File: config.mk
export PLATFORM = sky130hd
export DESIGN_NAME = csv_record_field_parser_flat
export DESIGN_NICKNAME = d
export VERILOG_FILES = /design/src/rtl/core/crfp_pkg.sv /design/src/rtl/core/crfp_req_if.sv /design/src/rtl/core/crfp_rsp_if.sv /design/src/rtl/core/csv_record_field_parser.sv /design/src/flat_wrapper.sv
export SDC_FILE = /design/constraint.sdc
export NUM_CORES = 1
export LEC_CHECK = 0
export ABC_AREA = 1
export BUFFER_PORTS_ARGS = -buffer_cell sky130_fd_sc_hd__buf_2
export CORE_MARGIN = 4
export CORE_UTILIZATION = 35
export DETAILED_ROUTE_END_ITERATION = 12
export PLACE_DENSITY_LB_ADDON = 0.15
export SETUP_SLACK_MARGIN = 0.3
export SLEW_MARGIN = 20
export SYNTH_ARGS = -nofsm -noshare
export SYNTH_HDL_FRONTEND = slang
export SYNTH_SLANG_ARGS = --single-unit
File: constraint.sdc
create_clock -name clock -period 2.5 [get_ports clock]
set_input_delay 0 -clock clock [delete_from_list [all_inputs] [get_ports clock]]
set_output_delay 0 -clock clock [all_outputs]
set_load 0.1 [all_outputs]
File: src/rtl/core/crfp_pkg.sv
// shared types and constants of the csv record and field parser
`default_nettype none

package crfp_pkg;

   // largest field index the counter reaches before it saturates
   localparam int MAX_FIELD_INDEX = 255;
   localparam int FIELD_CNT_W     = $clog2(MAX_FIELD_INDEX + 1);

   // payload widths
   localparam int BYTE_W  = 8;
   localparam int INDEX_W = 8;

   // bytes with a special meaning
   localparam logic [BYTE_W-1:0] CH_QUOTE = 8'h22;
   localparam logic [BYTE_W-1:0] CH_COMMA = 8'h2C;
   localparam logic [BYTE_W-1:0] CH_CR    = 8'h0D;
   localparam logic [BYTE_W-1:0] CH_LF    = 8'h0A;

   // result kinds
   typedef enum logic [1:0] {
      KIND_BYTE        = 2'd0,
      KIND_FIELD_END   = 2'd1,
      KIND_RECORD_END  = 2'd2,
      KIND_RECORD_ONLY = 2'd3
   } kind_type;

endpackage : crfp_pkg

`default_nettype wire

File: src/rtl/core/crfp_req_if.sv
// input channel of the csv parser: one file byte or an end-of-file mark
`default_nettype none

interface crfp_req_if;
   import crfp_pkg::*;

   logic              valid;
   logic              ready;
   logic [BYTE_W-1:0] in_byte;
   logic              flush;

   modport source (output valid, output in_byte, output flush, input ready);
   modport sink   (input valid, input in_byte, input flush, output ready);
endinterface : crfp_req_if

`default_nettype wire

File: src/rtl/core/crfp_rsp_if.sv
// result channel of the csv parser: field bytes and field or record marks
`default_nettype none

interface crfp_rsp_if;
   import crfp_pkg::*;

   logic               valid;
   logic               ready;
   logic [1:0]         kind;
   logic [BYTE_W-1:0]  out_byte;
   logic [INDEX_W-1:0] field_index;

   modport source (output valid, output kind, output out_byte, output field_index,
                   input ready);
   modport sink   (input valid, input kind, input out_byte, input field_index,
                   output ready);
endinterface : crfp_rsp_if

`default_nettype wire

File: src/rtl/core/csv_record_field_parser.sv
// csv record and field parser: one byte in per cycle while rsp takes each result, at most one result out
// result: registered, shows on rsp in the cycle after its byte is accepted
// throughput: one item per cycle while rsp takes each result; the parse state update is a single
// combinational step, and the result register frees itself when rsp takes it
// reset: synchronous, clears the parse state and empties the result register
`default_nettype none

module csv_record_field_parser (
   input  wire logic   clock,
   input  wire logic   reset,
   crfp_req_if.sink    req_chan,
   crfp_rsp_if.source  rsp_chan
);
   import crfp_pkg::*;

   typedef enum logic [1:0] {
      MODE_START  = 2'd0,
      MODE_PLAIN  = 2'd1,
      MODE_QUOTED = 2'd2,
      MODE_QSEEN  = 2'd3
   } mode_type;

   mode_type               mode_ff, mode_in;
   logic                   parity_ff, parity_in;
   logic                   has_bytes_ff, has_bytes_in;
   logic [FIELD_CNT_W-1:0] cnt_ff, cnt_in;

   logic                   rsp_valid_ff;
   kind_type               kind_ff, kind_in;
   logic [BYTE_W-1:0]      byte_ff, byte_in;
   logic [INDEX_W-1:0]     index_ff, index_in;
   logic                   emit_in;

   logic                   accept;
   logic [BYTE_W-1:0]      b;
   logic                   par_next;
   logic [31:0]            cnt_ext;
   logic [INDEX_W-1:0]     cur_index;
   logic [FIELD_CNT_W-1:0] cnt_step;

   // the result register frees whenever its item is taken
   assign req_chan.ready = !rsp_valid_ff || rsp_chan.ready;
   assign accept         = req_chan.valid && req_chan.ready;
   assign b              = req_chan.in_byte;
   assign par_next       = parity_ff ^ (b == CH_QUOTE);

   // field index as shown on the result, saturating at 255
   assign cnt_ext   = 32'(cnt_ff);
   assign cur_index = (cnt_ext > 32'd255) ? 8'hFF : cnt_ext[INDEX_W-1:0];
   assign cnt_step  = (cnt_ext < 32'(MAX_FIELD_INDEX)) ? cnt_ff + FIELD_CNT_W'(1) : cnt_ff;

   // per-byte parse step
   always_comb begin
      mode_in      = mode_ff;
      parity_in    = parity_ff;
      has_bytes_in = has_bytes_ff;
      cnt_in       = cnt_ff;
      emit_in      = 1'b0;
      kind_in      = KIND_BYTE;
      byte_in      = '0;
      index_in     = cur_index;

      if (req_chan.flush || (!par_next && b == CH_LF)) begin
         // record end: close an open field or mark a record with kept bytes
         if (mode_ff != MODE_START) begin
            emit_in = 1'b1;
            kind_in = KIND_RECORD_END;
         end else if (has_bytes_ff) begin
            emit_in = 1'b1;
            kind_in = KIND_RECORD_ONLY;
         end
         mode_in      = MODE_START;
         parity_in    = 1'b0;
         has_bytes_in = 1'b0;
         cnt_in       = '0;
      end else if (!par_next && b == CH_CR) begin
         // dropped carriage return, nothing changes
      end else begin
         parity_in    = par_next;
         has_bytes_in = 1'b1;
         unique case (mode_ff)
            MODE_START: begin
               if (b == CH_QUOTE) begin
                  mode_in = MODE_QUOTED;
               end else if (b == CH_COMMA) begin
                  emit_in = 1'b1;
                  kind_in = KIND_FIELD_END;
                  cnt_in  = cnt_step;
               end else begin
                  mode_in = MODE_PLAIN;
                  emit_in = 1'b1;
                  byte_in = b;
               end
            end
            MODE_PLAIN: begin
               emit_in = 1'b1;
               if (b == CH_COMMA) begin
                  kind_in = KIND_FIELD_END;
                  cnt_in  = cnt_step;
                  mode_in = MODE_START;
               end else begin
                  byte_in = b;
               end
            end
            MODE_QUOTED: begin
               if (b == CH_QUOTE) begin
                  mode_in = MODE_QSEEN;
               end else begin
                  emit_in = 1'b1;
                  byte_in = b;
               end
            end
            MODE_QSEEN: begin
               emit_in = 1'b1;
               if (b == CH_QUOTE) begin
                  // doubled quote gives one quote
                  mode_in = MODE_QUOTED;
                  byte_in = b;
               end else begin
                  // byte after the closing quote is the separator
                  kind_in = KIND_FIELD_END;
                  cnt_in  = cnt_step;
                  mode_in = MODE_START;
               end
            end
            default: begin
               mode_in = MODE_START;
            end
         endcase
      end
   end

   // parse state and result register
   always_ff @(posedge clock) begin
      if (reset) begin
         mode_ff      <= MODE_START;
         parity_ff    <= 1'b0;
         has_bytes_ff <= 1'b0;
         cnt_ff       <= '0;
         rsp_valid_ff <= 1'b0;
      end else begin
         if (accept) begin
            mode_ff      <= mode_in;
            parity_ff    <= parity_in;
            has_bytes_ff <= has_bytes_in;
            cnt_ff       <= cnt_in;
            rsp_valid_ff <= emit_in;
            kind_ff      <= kind_in;
            byte_ff      <= byte_in;
            index_ff     <= index_in;
         end else if (rsp_chan.ready) begin
            rsp_valid_ff <= 1'b0;
         end
      end
   end

   assign rsp_chan.valid       = rsp_valid_ff;
   assign rsp_chan.kind        = kind_ff;
   assign rsp_chan.out_byte    = byte_ff;
   assign rsp_chan.field_index = index_ff;

endmodule : csv_record_field_parser

`default_nettype wire
File: src/flat_wrapper.sv
// flat-port wrapper written by rule: the top's interface ports become plain ports
module csv_record_field_parser_flat import crfp_pkg::*;
  (clock, reset, req_chan_valid, req_chan_in_byte, req_chan_flush, req_chan_ready, rsp_chan_valid, rsp_chan_kind, rsp_chan_out_byte, rsp_chan_field_index, rsp_chan_ready);
  crfp_req_if req_chan_i ();
  crfp_rsp_if rsp_chan_i ();
  input  wire logic clock;
  input  wire logic reset;
  input wire logic [$bits(req_chan_i.valid)-1:0] req_chan_valid;
  input wire logic [$bits(req_chan_i.in_byte)-1:0] req_chan_in_byte;
  input wire logic [$bits(req_chan_i.flush)-1:0] req_chan_flush;
  output wire logic [$bits(req_chan_i.ready)-1:0] req_chan_ready;
  output wire logic [$bits(rsp_chan_i.valid)-1:0] rsp_chan_valid;
  output wire logic [$bits(rsp_chan_i.kind)-1:0] rsp_chan_kind;
  output wire logic [$bits(rsp_chan_i.out_byte)-1:0] rsp_chan_out_byte;
  output wire logic [$bits(rsp_chan_i.field_index)-1:0] rsp_chan_field_index;
  input wire logic [$bits(rsp_chan_i.ready)-1:0] rsp_chan_ready;
  assign req_chan_i.valid = req_chan_valid;
  assign req_chan_i.in_byte = req_chan_in_byte;
  assign req_chan_i.flush = req_chan_flush;
  assign req_chan_ready = req_chan_i.ready;
  assign rsp_chan_valid = rsp_chan_i.valid;
  assign rsp_chan_kind = rsp_chan_i.kind;
  assign rsp_chan_out_byte = rsp_chan_i.out_byte;
  assign rsp_chan_field_index = rsp_chan_i.field_index;
  assign rsp_chan_i.ready = rsp_chan_ready;
  csv_record_field_parser u_core (.clock(clock), .reset(reset), .req_chan(req_chan_i), .rsp_chan(rsp_chan_i));
endmodule
==> results.yml, run 1 <==
status:
  status: "finished, final reports clean"
placement:
  dpl.hpwl_um: 2560
  gp_congestion: 0.774
  io_buffers: 32
  place_inst: 270
  dpl_cell_area_sq_um: 1850
worst_hold_path:
  hold_class: "primary input to flop"
  min_delay_path_depth: 2
  min_to: "u_core.cnt_ff[5]"
  min-delay-start: "reset"
worst_setup_path:
  path_class: "flop to flop"
  worstPathArrival_ps: 2110
  ff2ff_path_depth: 9
  crit_chain: "inv_1 > nand3_1 > nand3_2 > nand2_4 > inv_1 > nand2_1 > nand3_1 > a21oi_1 > dlygate4sd3_1"
  r2r_end: "u_core.rsp_chan.valid"
  r2r_start: "u_core.parity_ff"
  end_kind: "flop"
  crit_fanout: 13
  crit_required_ps: 2730
  cpPeakStageDelay_ps: 550
  critPathLaunchType: "flop"
  cp_slowest_cell: "dlygate4sd3_1"
  reg2reg_slack_ps: 620
route:
  totalWireLength_um: 3420
  drc_errors: 0
  drt-wirelength-per-cell_um: 12.2
  first_pass_iters: 4
  dr.first_iter.drc_count: 49
  vias: 1339
  avgViaCountPerCell: 4.77
  drtAntennaViolNets: 0
logic_synthesis:
  synthCells: 187
  avgSynthCellArea_sq_um: 8.70
  syn_nets: 201
  syn_area_sq_um: 1630
  async_flop_share: 0
  yosysSeqAreaShare: 0.492
  ys.flop_type: "edfxtp_1"
  ys_ff_latch: 31
  synth.distinct_cells: 29
  synth_top_area_cell: "edfxtp_1"
  yosys_warnings: 0
  synth_edf_count: 18
  synth_top_area_frac: 0.332
  synth_area_leaders: "edfxtp_1, dfxtp_1, nand2_1"
cts:
  cts_made_buffers: 5
  cts_resized: 0
  root_buffer: "clkbuf_8"
  clk_path_buf_depth: 2
  cts.htree.levels: 2
  path_clk_slew_ps: 70
  insertion_delay_ps: 290
  post-cts-setup-buffer-count: 0
  cts_tree: "yes"
  cts_sinks: 31
timing:
  setup_viol: 0
  fmax_mhz: 531
  hold_viol: 0
  slew_headroom: 0.675
  min_period_ps: 1880
  final.setup.tns_ps: 0
  period_share: 0.753
  slew_viol_final: 0
  rsz0062_at_grt: "no"
  worst_slew_pin_slew_ps: 491
  skew_ps: 6.23
pwr:
  p_int_mw: 0.900
  switching_share: 0.296
  pwr-share-seq: 0.445
  ir_drop_v: 0.000268
  p_comb_frac: 0.181
  finalPower_mw: 1.28
  p_leak_nw: 0.843
  clkPwrFrac: 0.374
  power_density_nw_per_um2: 642
  p_sw_mw: 0.378
global_routing:
  grt_remaining_overflow: 0
  grt_max_degree: 18
  grt_use_total: 0.123
  grt_pass1_vias: 1184
  grt_pass1_wl_um: 5580
  antenna_found_initial: 0
floorplanning:
  core_area_sq_um: 4410
  initial_core_util: 0.368
  die_w_um: 76.2
  dieHeight_um: 76.2
  fp-row-count: 24
  floorplan.die_area_sq_um: 5800
  io_pins: 33
final_layout:
  nNetsFinal: 242
  fillers: 455
  drive_gt1_frac: 0.293
  instances_no_fill: 281
  design_area_sq_um: 1990
  areaGrowthSynthToFinish_pct: 22.5
  antenna_cells: 0
  fin_util: 0.451
run:
  cap_viol_max_count: 0
-- registers in the layout (all words and copies together), names as in the netlist --
signal	count
u_core.cnt_ff	8
u_core.rsp_chan.field_index	8
u_core.rsp_chan.out_byte	8
u_core.parity_ff	1
u_core.rsp_chan.kind	2
u_core.has_bytes_ff	1
u_core.rsp_chan.valid	1
u_core.mode_ff	2
-- placed cells by master, fill, tap and decap left out, drive strengths merged, types with 2 or more instances in the layout --
| cell type | netlist | routed |
|---|---|---|
| dfxtp | 13 | 13 |
| buf | 2 | 33 |
| xor2 | 3 | 3 |
| dlygate4sd3 | 0 | 3 |
| nand2 | 50 | 50 |
| a21oi | 13 | 13 |
| nor2 | 19 | 19 |
| nand4 | 4 | 4 |
| edfxtp | 18 | 18 |
| clkbuf | 0 | 5 |
| nor3 | 9 | 9 |
| o21ai | 3 | 3 |
| a211oi | 2 | 2 |
| clkinv | 0 | 2 |
| nand3 | 23 | 23 |
| inv | 22 | 22 |
-- how the worst max path moves through the flow --
stage,start,endpoint
global route,u_core.parity_ff,u_core.rsp_chan.valid
detailed placement,u_core.cnt_ff[1],u_core.cnt_ff[4]
finish,u_core.parity_ff,u_core.rsp_chan.valid
floorplan,u_core.rsp_chan.valid,u_core.rsp_chan.field_index[0]
CTS,u_core.parity_ff,u_core.rsp_chan.valid
global placement,u_core.cnt_ff[1],u_core.cnt_ff[3]
-- power by group through the flow --
| stage | logic [mW] | registers, mW | clock network, mW |
|---|---|---|---|
| final | 0.231 | 0.569 | 0.479 |
| after global routing | 0.246 | 0.571 | 0.513 |
| after CTS | 0.233 | 0.569 | 0.492 |
| after detailed placement | 0.228 | 0.579 | 0 |
| after global placement | 0.228 | 0.580 | 0 |
| after floorplan | 0.0863 | 0.678 | 0 |
-- cells in the mapped netlist (5+ instances only) --
library cell,instances
nand2_1,40
inv_1,22
nand3_1,21
edfxtp_1,18
nor2_1,15
dfxtp_1,13
nor3_1,8
a21oi_1,7
a21oi_2,6
nand2_2,5
nand2_4,5
-- metrics by stage --
| step | worst slack [ps] | hold WS (ps) |
|---|---|---|
| floorplan | 470 | 62.4 |
| global placement | 960 | 282 |
| detailed placement | 923 | 281 |
| CTS | 611 | 80.7 |
| global route | 481 | 92.4 |
| finish | 618 | 82.3 |
-- final cells by class --
cell class	count	area, sq um	area share
flip-flops and latches	31	802	0.403
multi-input cells	132	737	0.370
well taps	52	65.1	0.0327
inverters	22	82.6	0.0415
clock buffers	5	68.8	0.0345
repair buffers	36	198	0.0992
clock inverters	3	38.8	0.0195
-- kinds of logic (layout without fill, tap and decap cells) --
group	Yosys count	count (layout)	synth area share
XOR/XNOR	4	4	0.0215
AO/OA/AOI/OAI	20	20	0.0808
buffers and inverters	24	66	0.0577
AND/OR/NAND/NOR	107	107	0.340
flip-flops	31	31	0.492
adder cells (fa/ha/maj)	1	1	0.00769
-- routing by layer --
metal | vias up | wire length (um) | track usage
met5 | - | 0 | 0
met3 | 8 | 210 | 0.0378
met1 | 591 | 1710 | 0.165
met4 | 0 | 76 | 0.0787
met2 | 34 | 1420 | 0.168
li1 | 706 | - | -
-- worst max-delay path: cells and delay by family (launching register included) --
| kind | cells | cell delay [ps] |
|---|---|---|
| and+or+nand+nor | 5 | 550 |
| AOI/OAI and AO/OA | 1 | 120 |
| buffers and inverters | 3 | 730 |
| DFF | 1 | 410 |
-- timing repair --
item	4_1_cts	5_1_grt
endpoints found under the setup margin	0	0
hold buffers	3	0
hold endpoints to repair	2	0
(Power assumes the default switching activity.)
==> inputs of run 2 (changes only) <==
clock period = 1.69 ns   (was 2.5 ns; I/O delays follow)
==> results.yml, run 2 (synthesis results as in run 1) <==
global_routing:
  grt_use_total: 0.125
  grt_max_degree: 15
  grt_remaining_overflow: 0
  antenna_found_initial: 0
  grt_pass1_vias: 1293
  grt_pass1_wl_um: 5950
route:
  vias: 1349
  drc_errors: 0
  dr.first_iter.drc_count: 73
  drt-wirelength-per-cell_um: 12.4
  drtAntennaViolNets: 0
  totalWireLength_um: 3560
  avgViaCountPerCell: 4.70
  first_pass_iters: 4
pwr:
  switching_share: 0.317
  p_sw_mw: 0.558
  p_comb_frac: 0.212
  clkPwrFrac: 0.310
  p_leak_nw: 0.871
  pwr-share-seq: 0.478
  ir_drop_v: 0.000379
  p_int_mw: 1.20
  power_density_nw_per_um2: 819
  finalPower_mw: 1.76
timing:
  min_period_ps: 1490
  period_share: 0.882
  hold_viol: 0
  rsz0062_at_grt: "yes"
  final.setup.tns_ps: 0
  skew_ps: 3.91
  slew_headroom: 0.674
  fmax_mhz: 671
  setup_viol: 0
  slew_viol_final: 0
  worst_slew_pin_slew_ps: 492
worst_setup_path:
  crit_chain: "ha_4 > nand2_2 > inv_2 > nand4_1 > nor2_2 > nand2_2 > nand4_4 > nand2_4 > nand2_1 > a21oi_2"
  reg2reg_slack_ps: 200
  path_delay_family: "simple AND/OR/NAND/NOR gates"
  r2r_end: "u_core.cnt_ff[6]"
  cp_slowest_cell: "dfxtp_2"
  ff2ff_path_depth: 10
  cpPeakStageDelay_ps: 350
  crit_required_ps: 1870
  crit_fanout: 6
  worstPathArrival_ps: 1670
  r2r_start: "u_core.cnt_ff[1]"
  cpMostUsedCell: "nand2_2"
  end_kind: "flop"
  crit_buf_inv: 1
  path_class: "flop to flop"
  critPathLaunchType: "flop"
placement:
  place_inst: 270
  io_buffers: 32
  dpl.hpwl_um: 2530
  gp_congestion: 0.771
cts:
  cts_sinks: 31
  cts.htree.levels: 2
  root_buffer: "clkbuf_8"
  clk_path_buf_depth: 2
  cts_made_buffers: 5
  path_clk_slew_ps: 60
  insertion_delay_ps: 280
  cts_tree: "yes"
final_layout:
  final_common_cell: "buf_2"
  areaGrowthSynthToFinish_pct: 32.3
  final_cell_mix: "buf_2, nand2_1, nand3_1, inv_1, edfxtp_1"
  drive_gt1_frac: 0.396
  instances_no_fill: 287
  antenna_cells: 0
  nNetsFinal: 248
  fillers: 427
floorplanning:
  io_pins: 33
  core_area_sq_um: 4410
  dieHeight_um: 76.2
  initial_core_util: 0.368
  die_w_um: 76.2
  floorplan.die_area_sq_um: 5800
  fp-row-count: 24
run:
  cap_viol_max_count: 0
worst_hold_path:
  hold_class: "primary input to flop"
  min_to: "u_core.rsp_chan.valid"
  min_delay_path_depth: 3
  min-delay-start: "req_chan_valid"
status:
  status: "finished, final reports clean"
## run 2: changes by cell type in the layout (fill, tap and decap cells not counted), moves of 3 or more
cell	before	now
dfxtp_2	1	5
nand2_2	6	12
dfxtp_1	12	7
nand2_1	39	30
nand2_8	0	4
inv_1	22	19
buf_4	1	6
## run 2: timing repair
item                       CTS  global route
hold buffers                 1             0
setup endpoints to repair    9            17
hold endpoints to repair     1             0
gates cloned                 1             0
pin swaps                    4             5
buffers inserted             4             3
resized for setup            7             7
## run 2: stage by stage
step                      cell area, sq um  setup WS [ps]  hold WS [ps]   util
after global placement                1940            177           290  0.438
after global routing                  2150           92.7          42.3  0.488
after floorplan                       1700            264          62.4      -
after detailed placement              1940            138           299  0.438
final                                 2150            199          36.1  0.488
after CTS                             2090            246          23.6  0.474
## run 2: worst min-delay path, stage by stage
cell and delay (ps):
buf_2 130, nand3_1 90, a21oi_1 50
## run 2: cell type report
class / instances / area, sq um / area share
Multi-Input combinational cell: 133 / 850 / 0.395
Sequential cell: 31 / 811 / 0.377
Timing Repair Buffer: 41 / 255 / 0.119
Inverter: 22 / 90.1 / 0.0419
Clock buffer: 7 / 76.3 / 0.0355
Tap cell: 52 / 65.1 / 0.0302
Clock inverter: 1 / 5.00 / 0.00233
## run 2: power groups by stage
stage | Combinational, mW | Sequential (mW) | Clock (mW)
2_1_floorplan | 0.144 | 1.00 | 0
3_3_place_gp | 0.360 | 0.858 | 0
3_5_place_dp | 0.360 | 0.857 | 0
4_1_cts | 0.368 | 0.841 | 0.578
5_1_grt | 0.398 | 0.846 | 0.610
6_report | 0.373 | 0.843 | 0.546
## run 2: worst max path at each step
stage / startpoint / to / slack (ps) / cells after the start
after detailed placement: u_core.cnt_ff[0] / u_core.cnt_ff[5] / 140 / 10
final: u_core.cnt_ff[1] / u_core.cnt_ff[6] / 200 / 10
after floorplan: u_core.rsp_chan.valid / u_core.mode_ff[1] / 260 / 9
after CTS: u_core.cnt_ff[1] / u_core.cnt_ff[3] / 250 / 10
after global placement: req_chan_in_byte[0] / u_core.mode_ff[1] / 180 / 13
after global routing: u_core.cnt_ff[0] / u_core.cnt_ff[2] / 90 / 10
## run 2: layer usage
layer	global-route usage	up-vias	routed length (um)
li1	-	723	-
met1	0.178	586	1840
met2	0.174	34	1470
met3	0.0414	6	193
met4	0.0472	0	59
met5	0	-	0
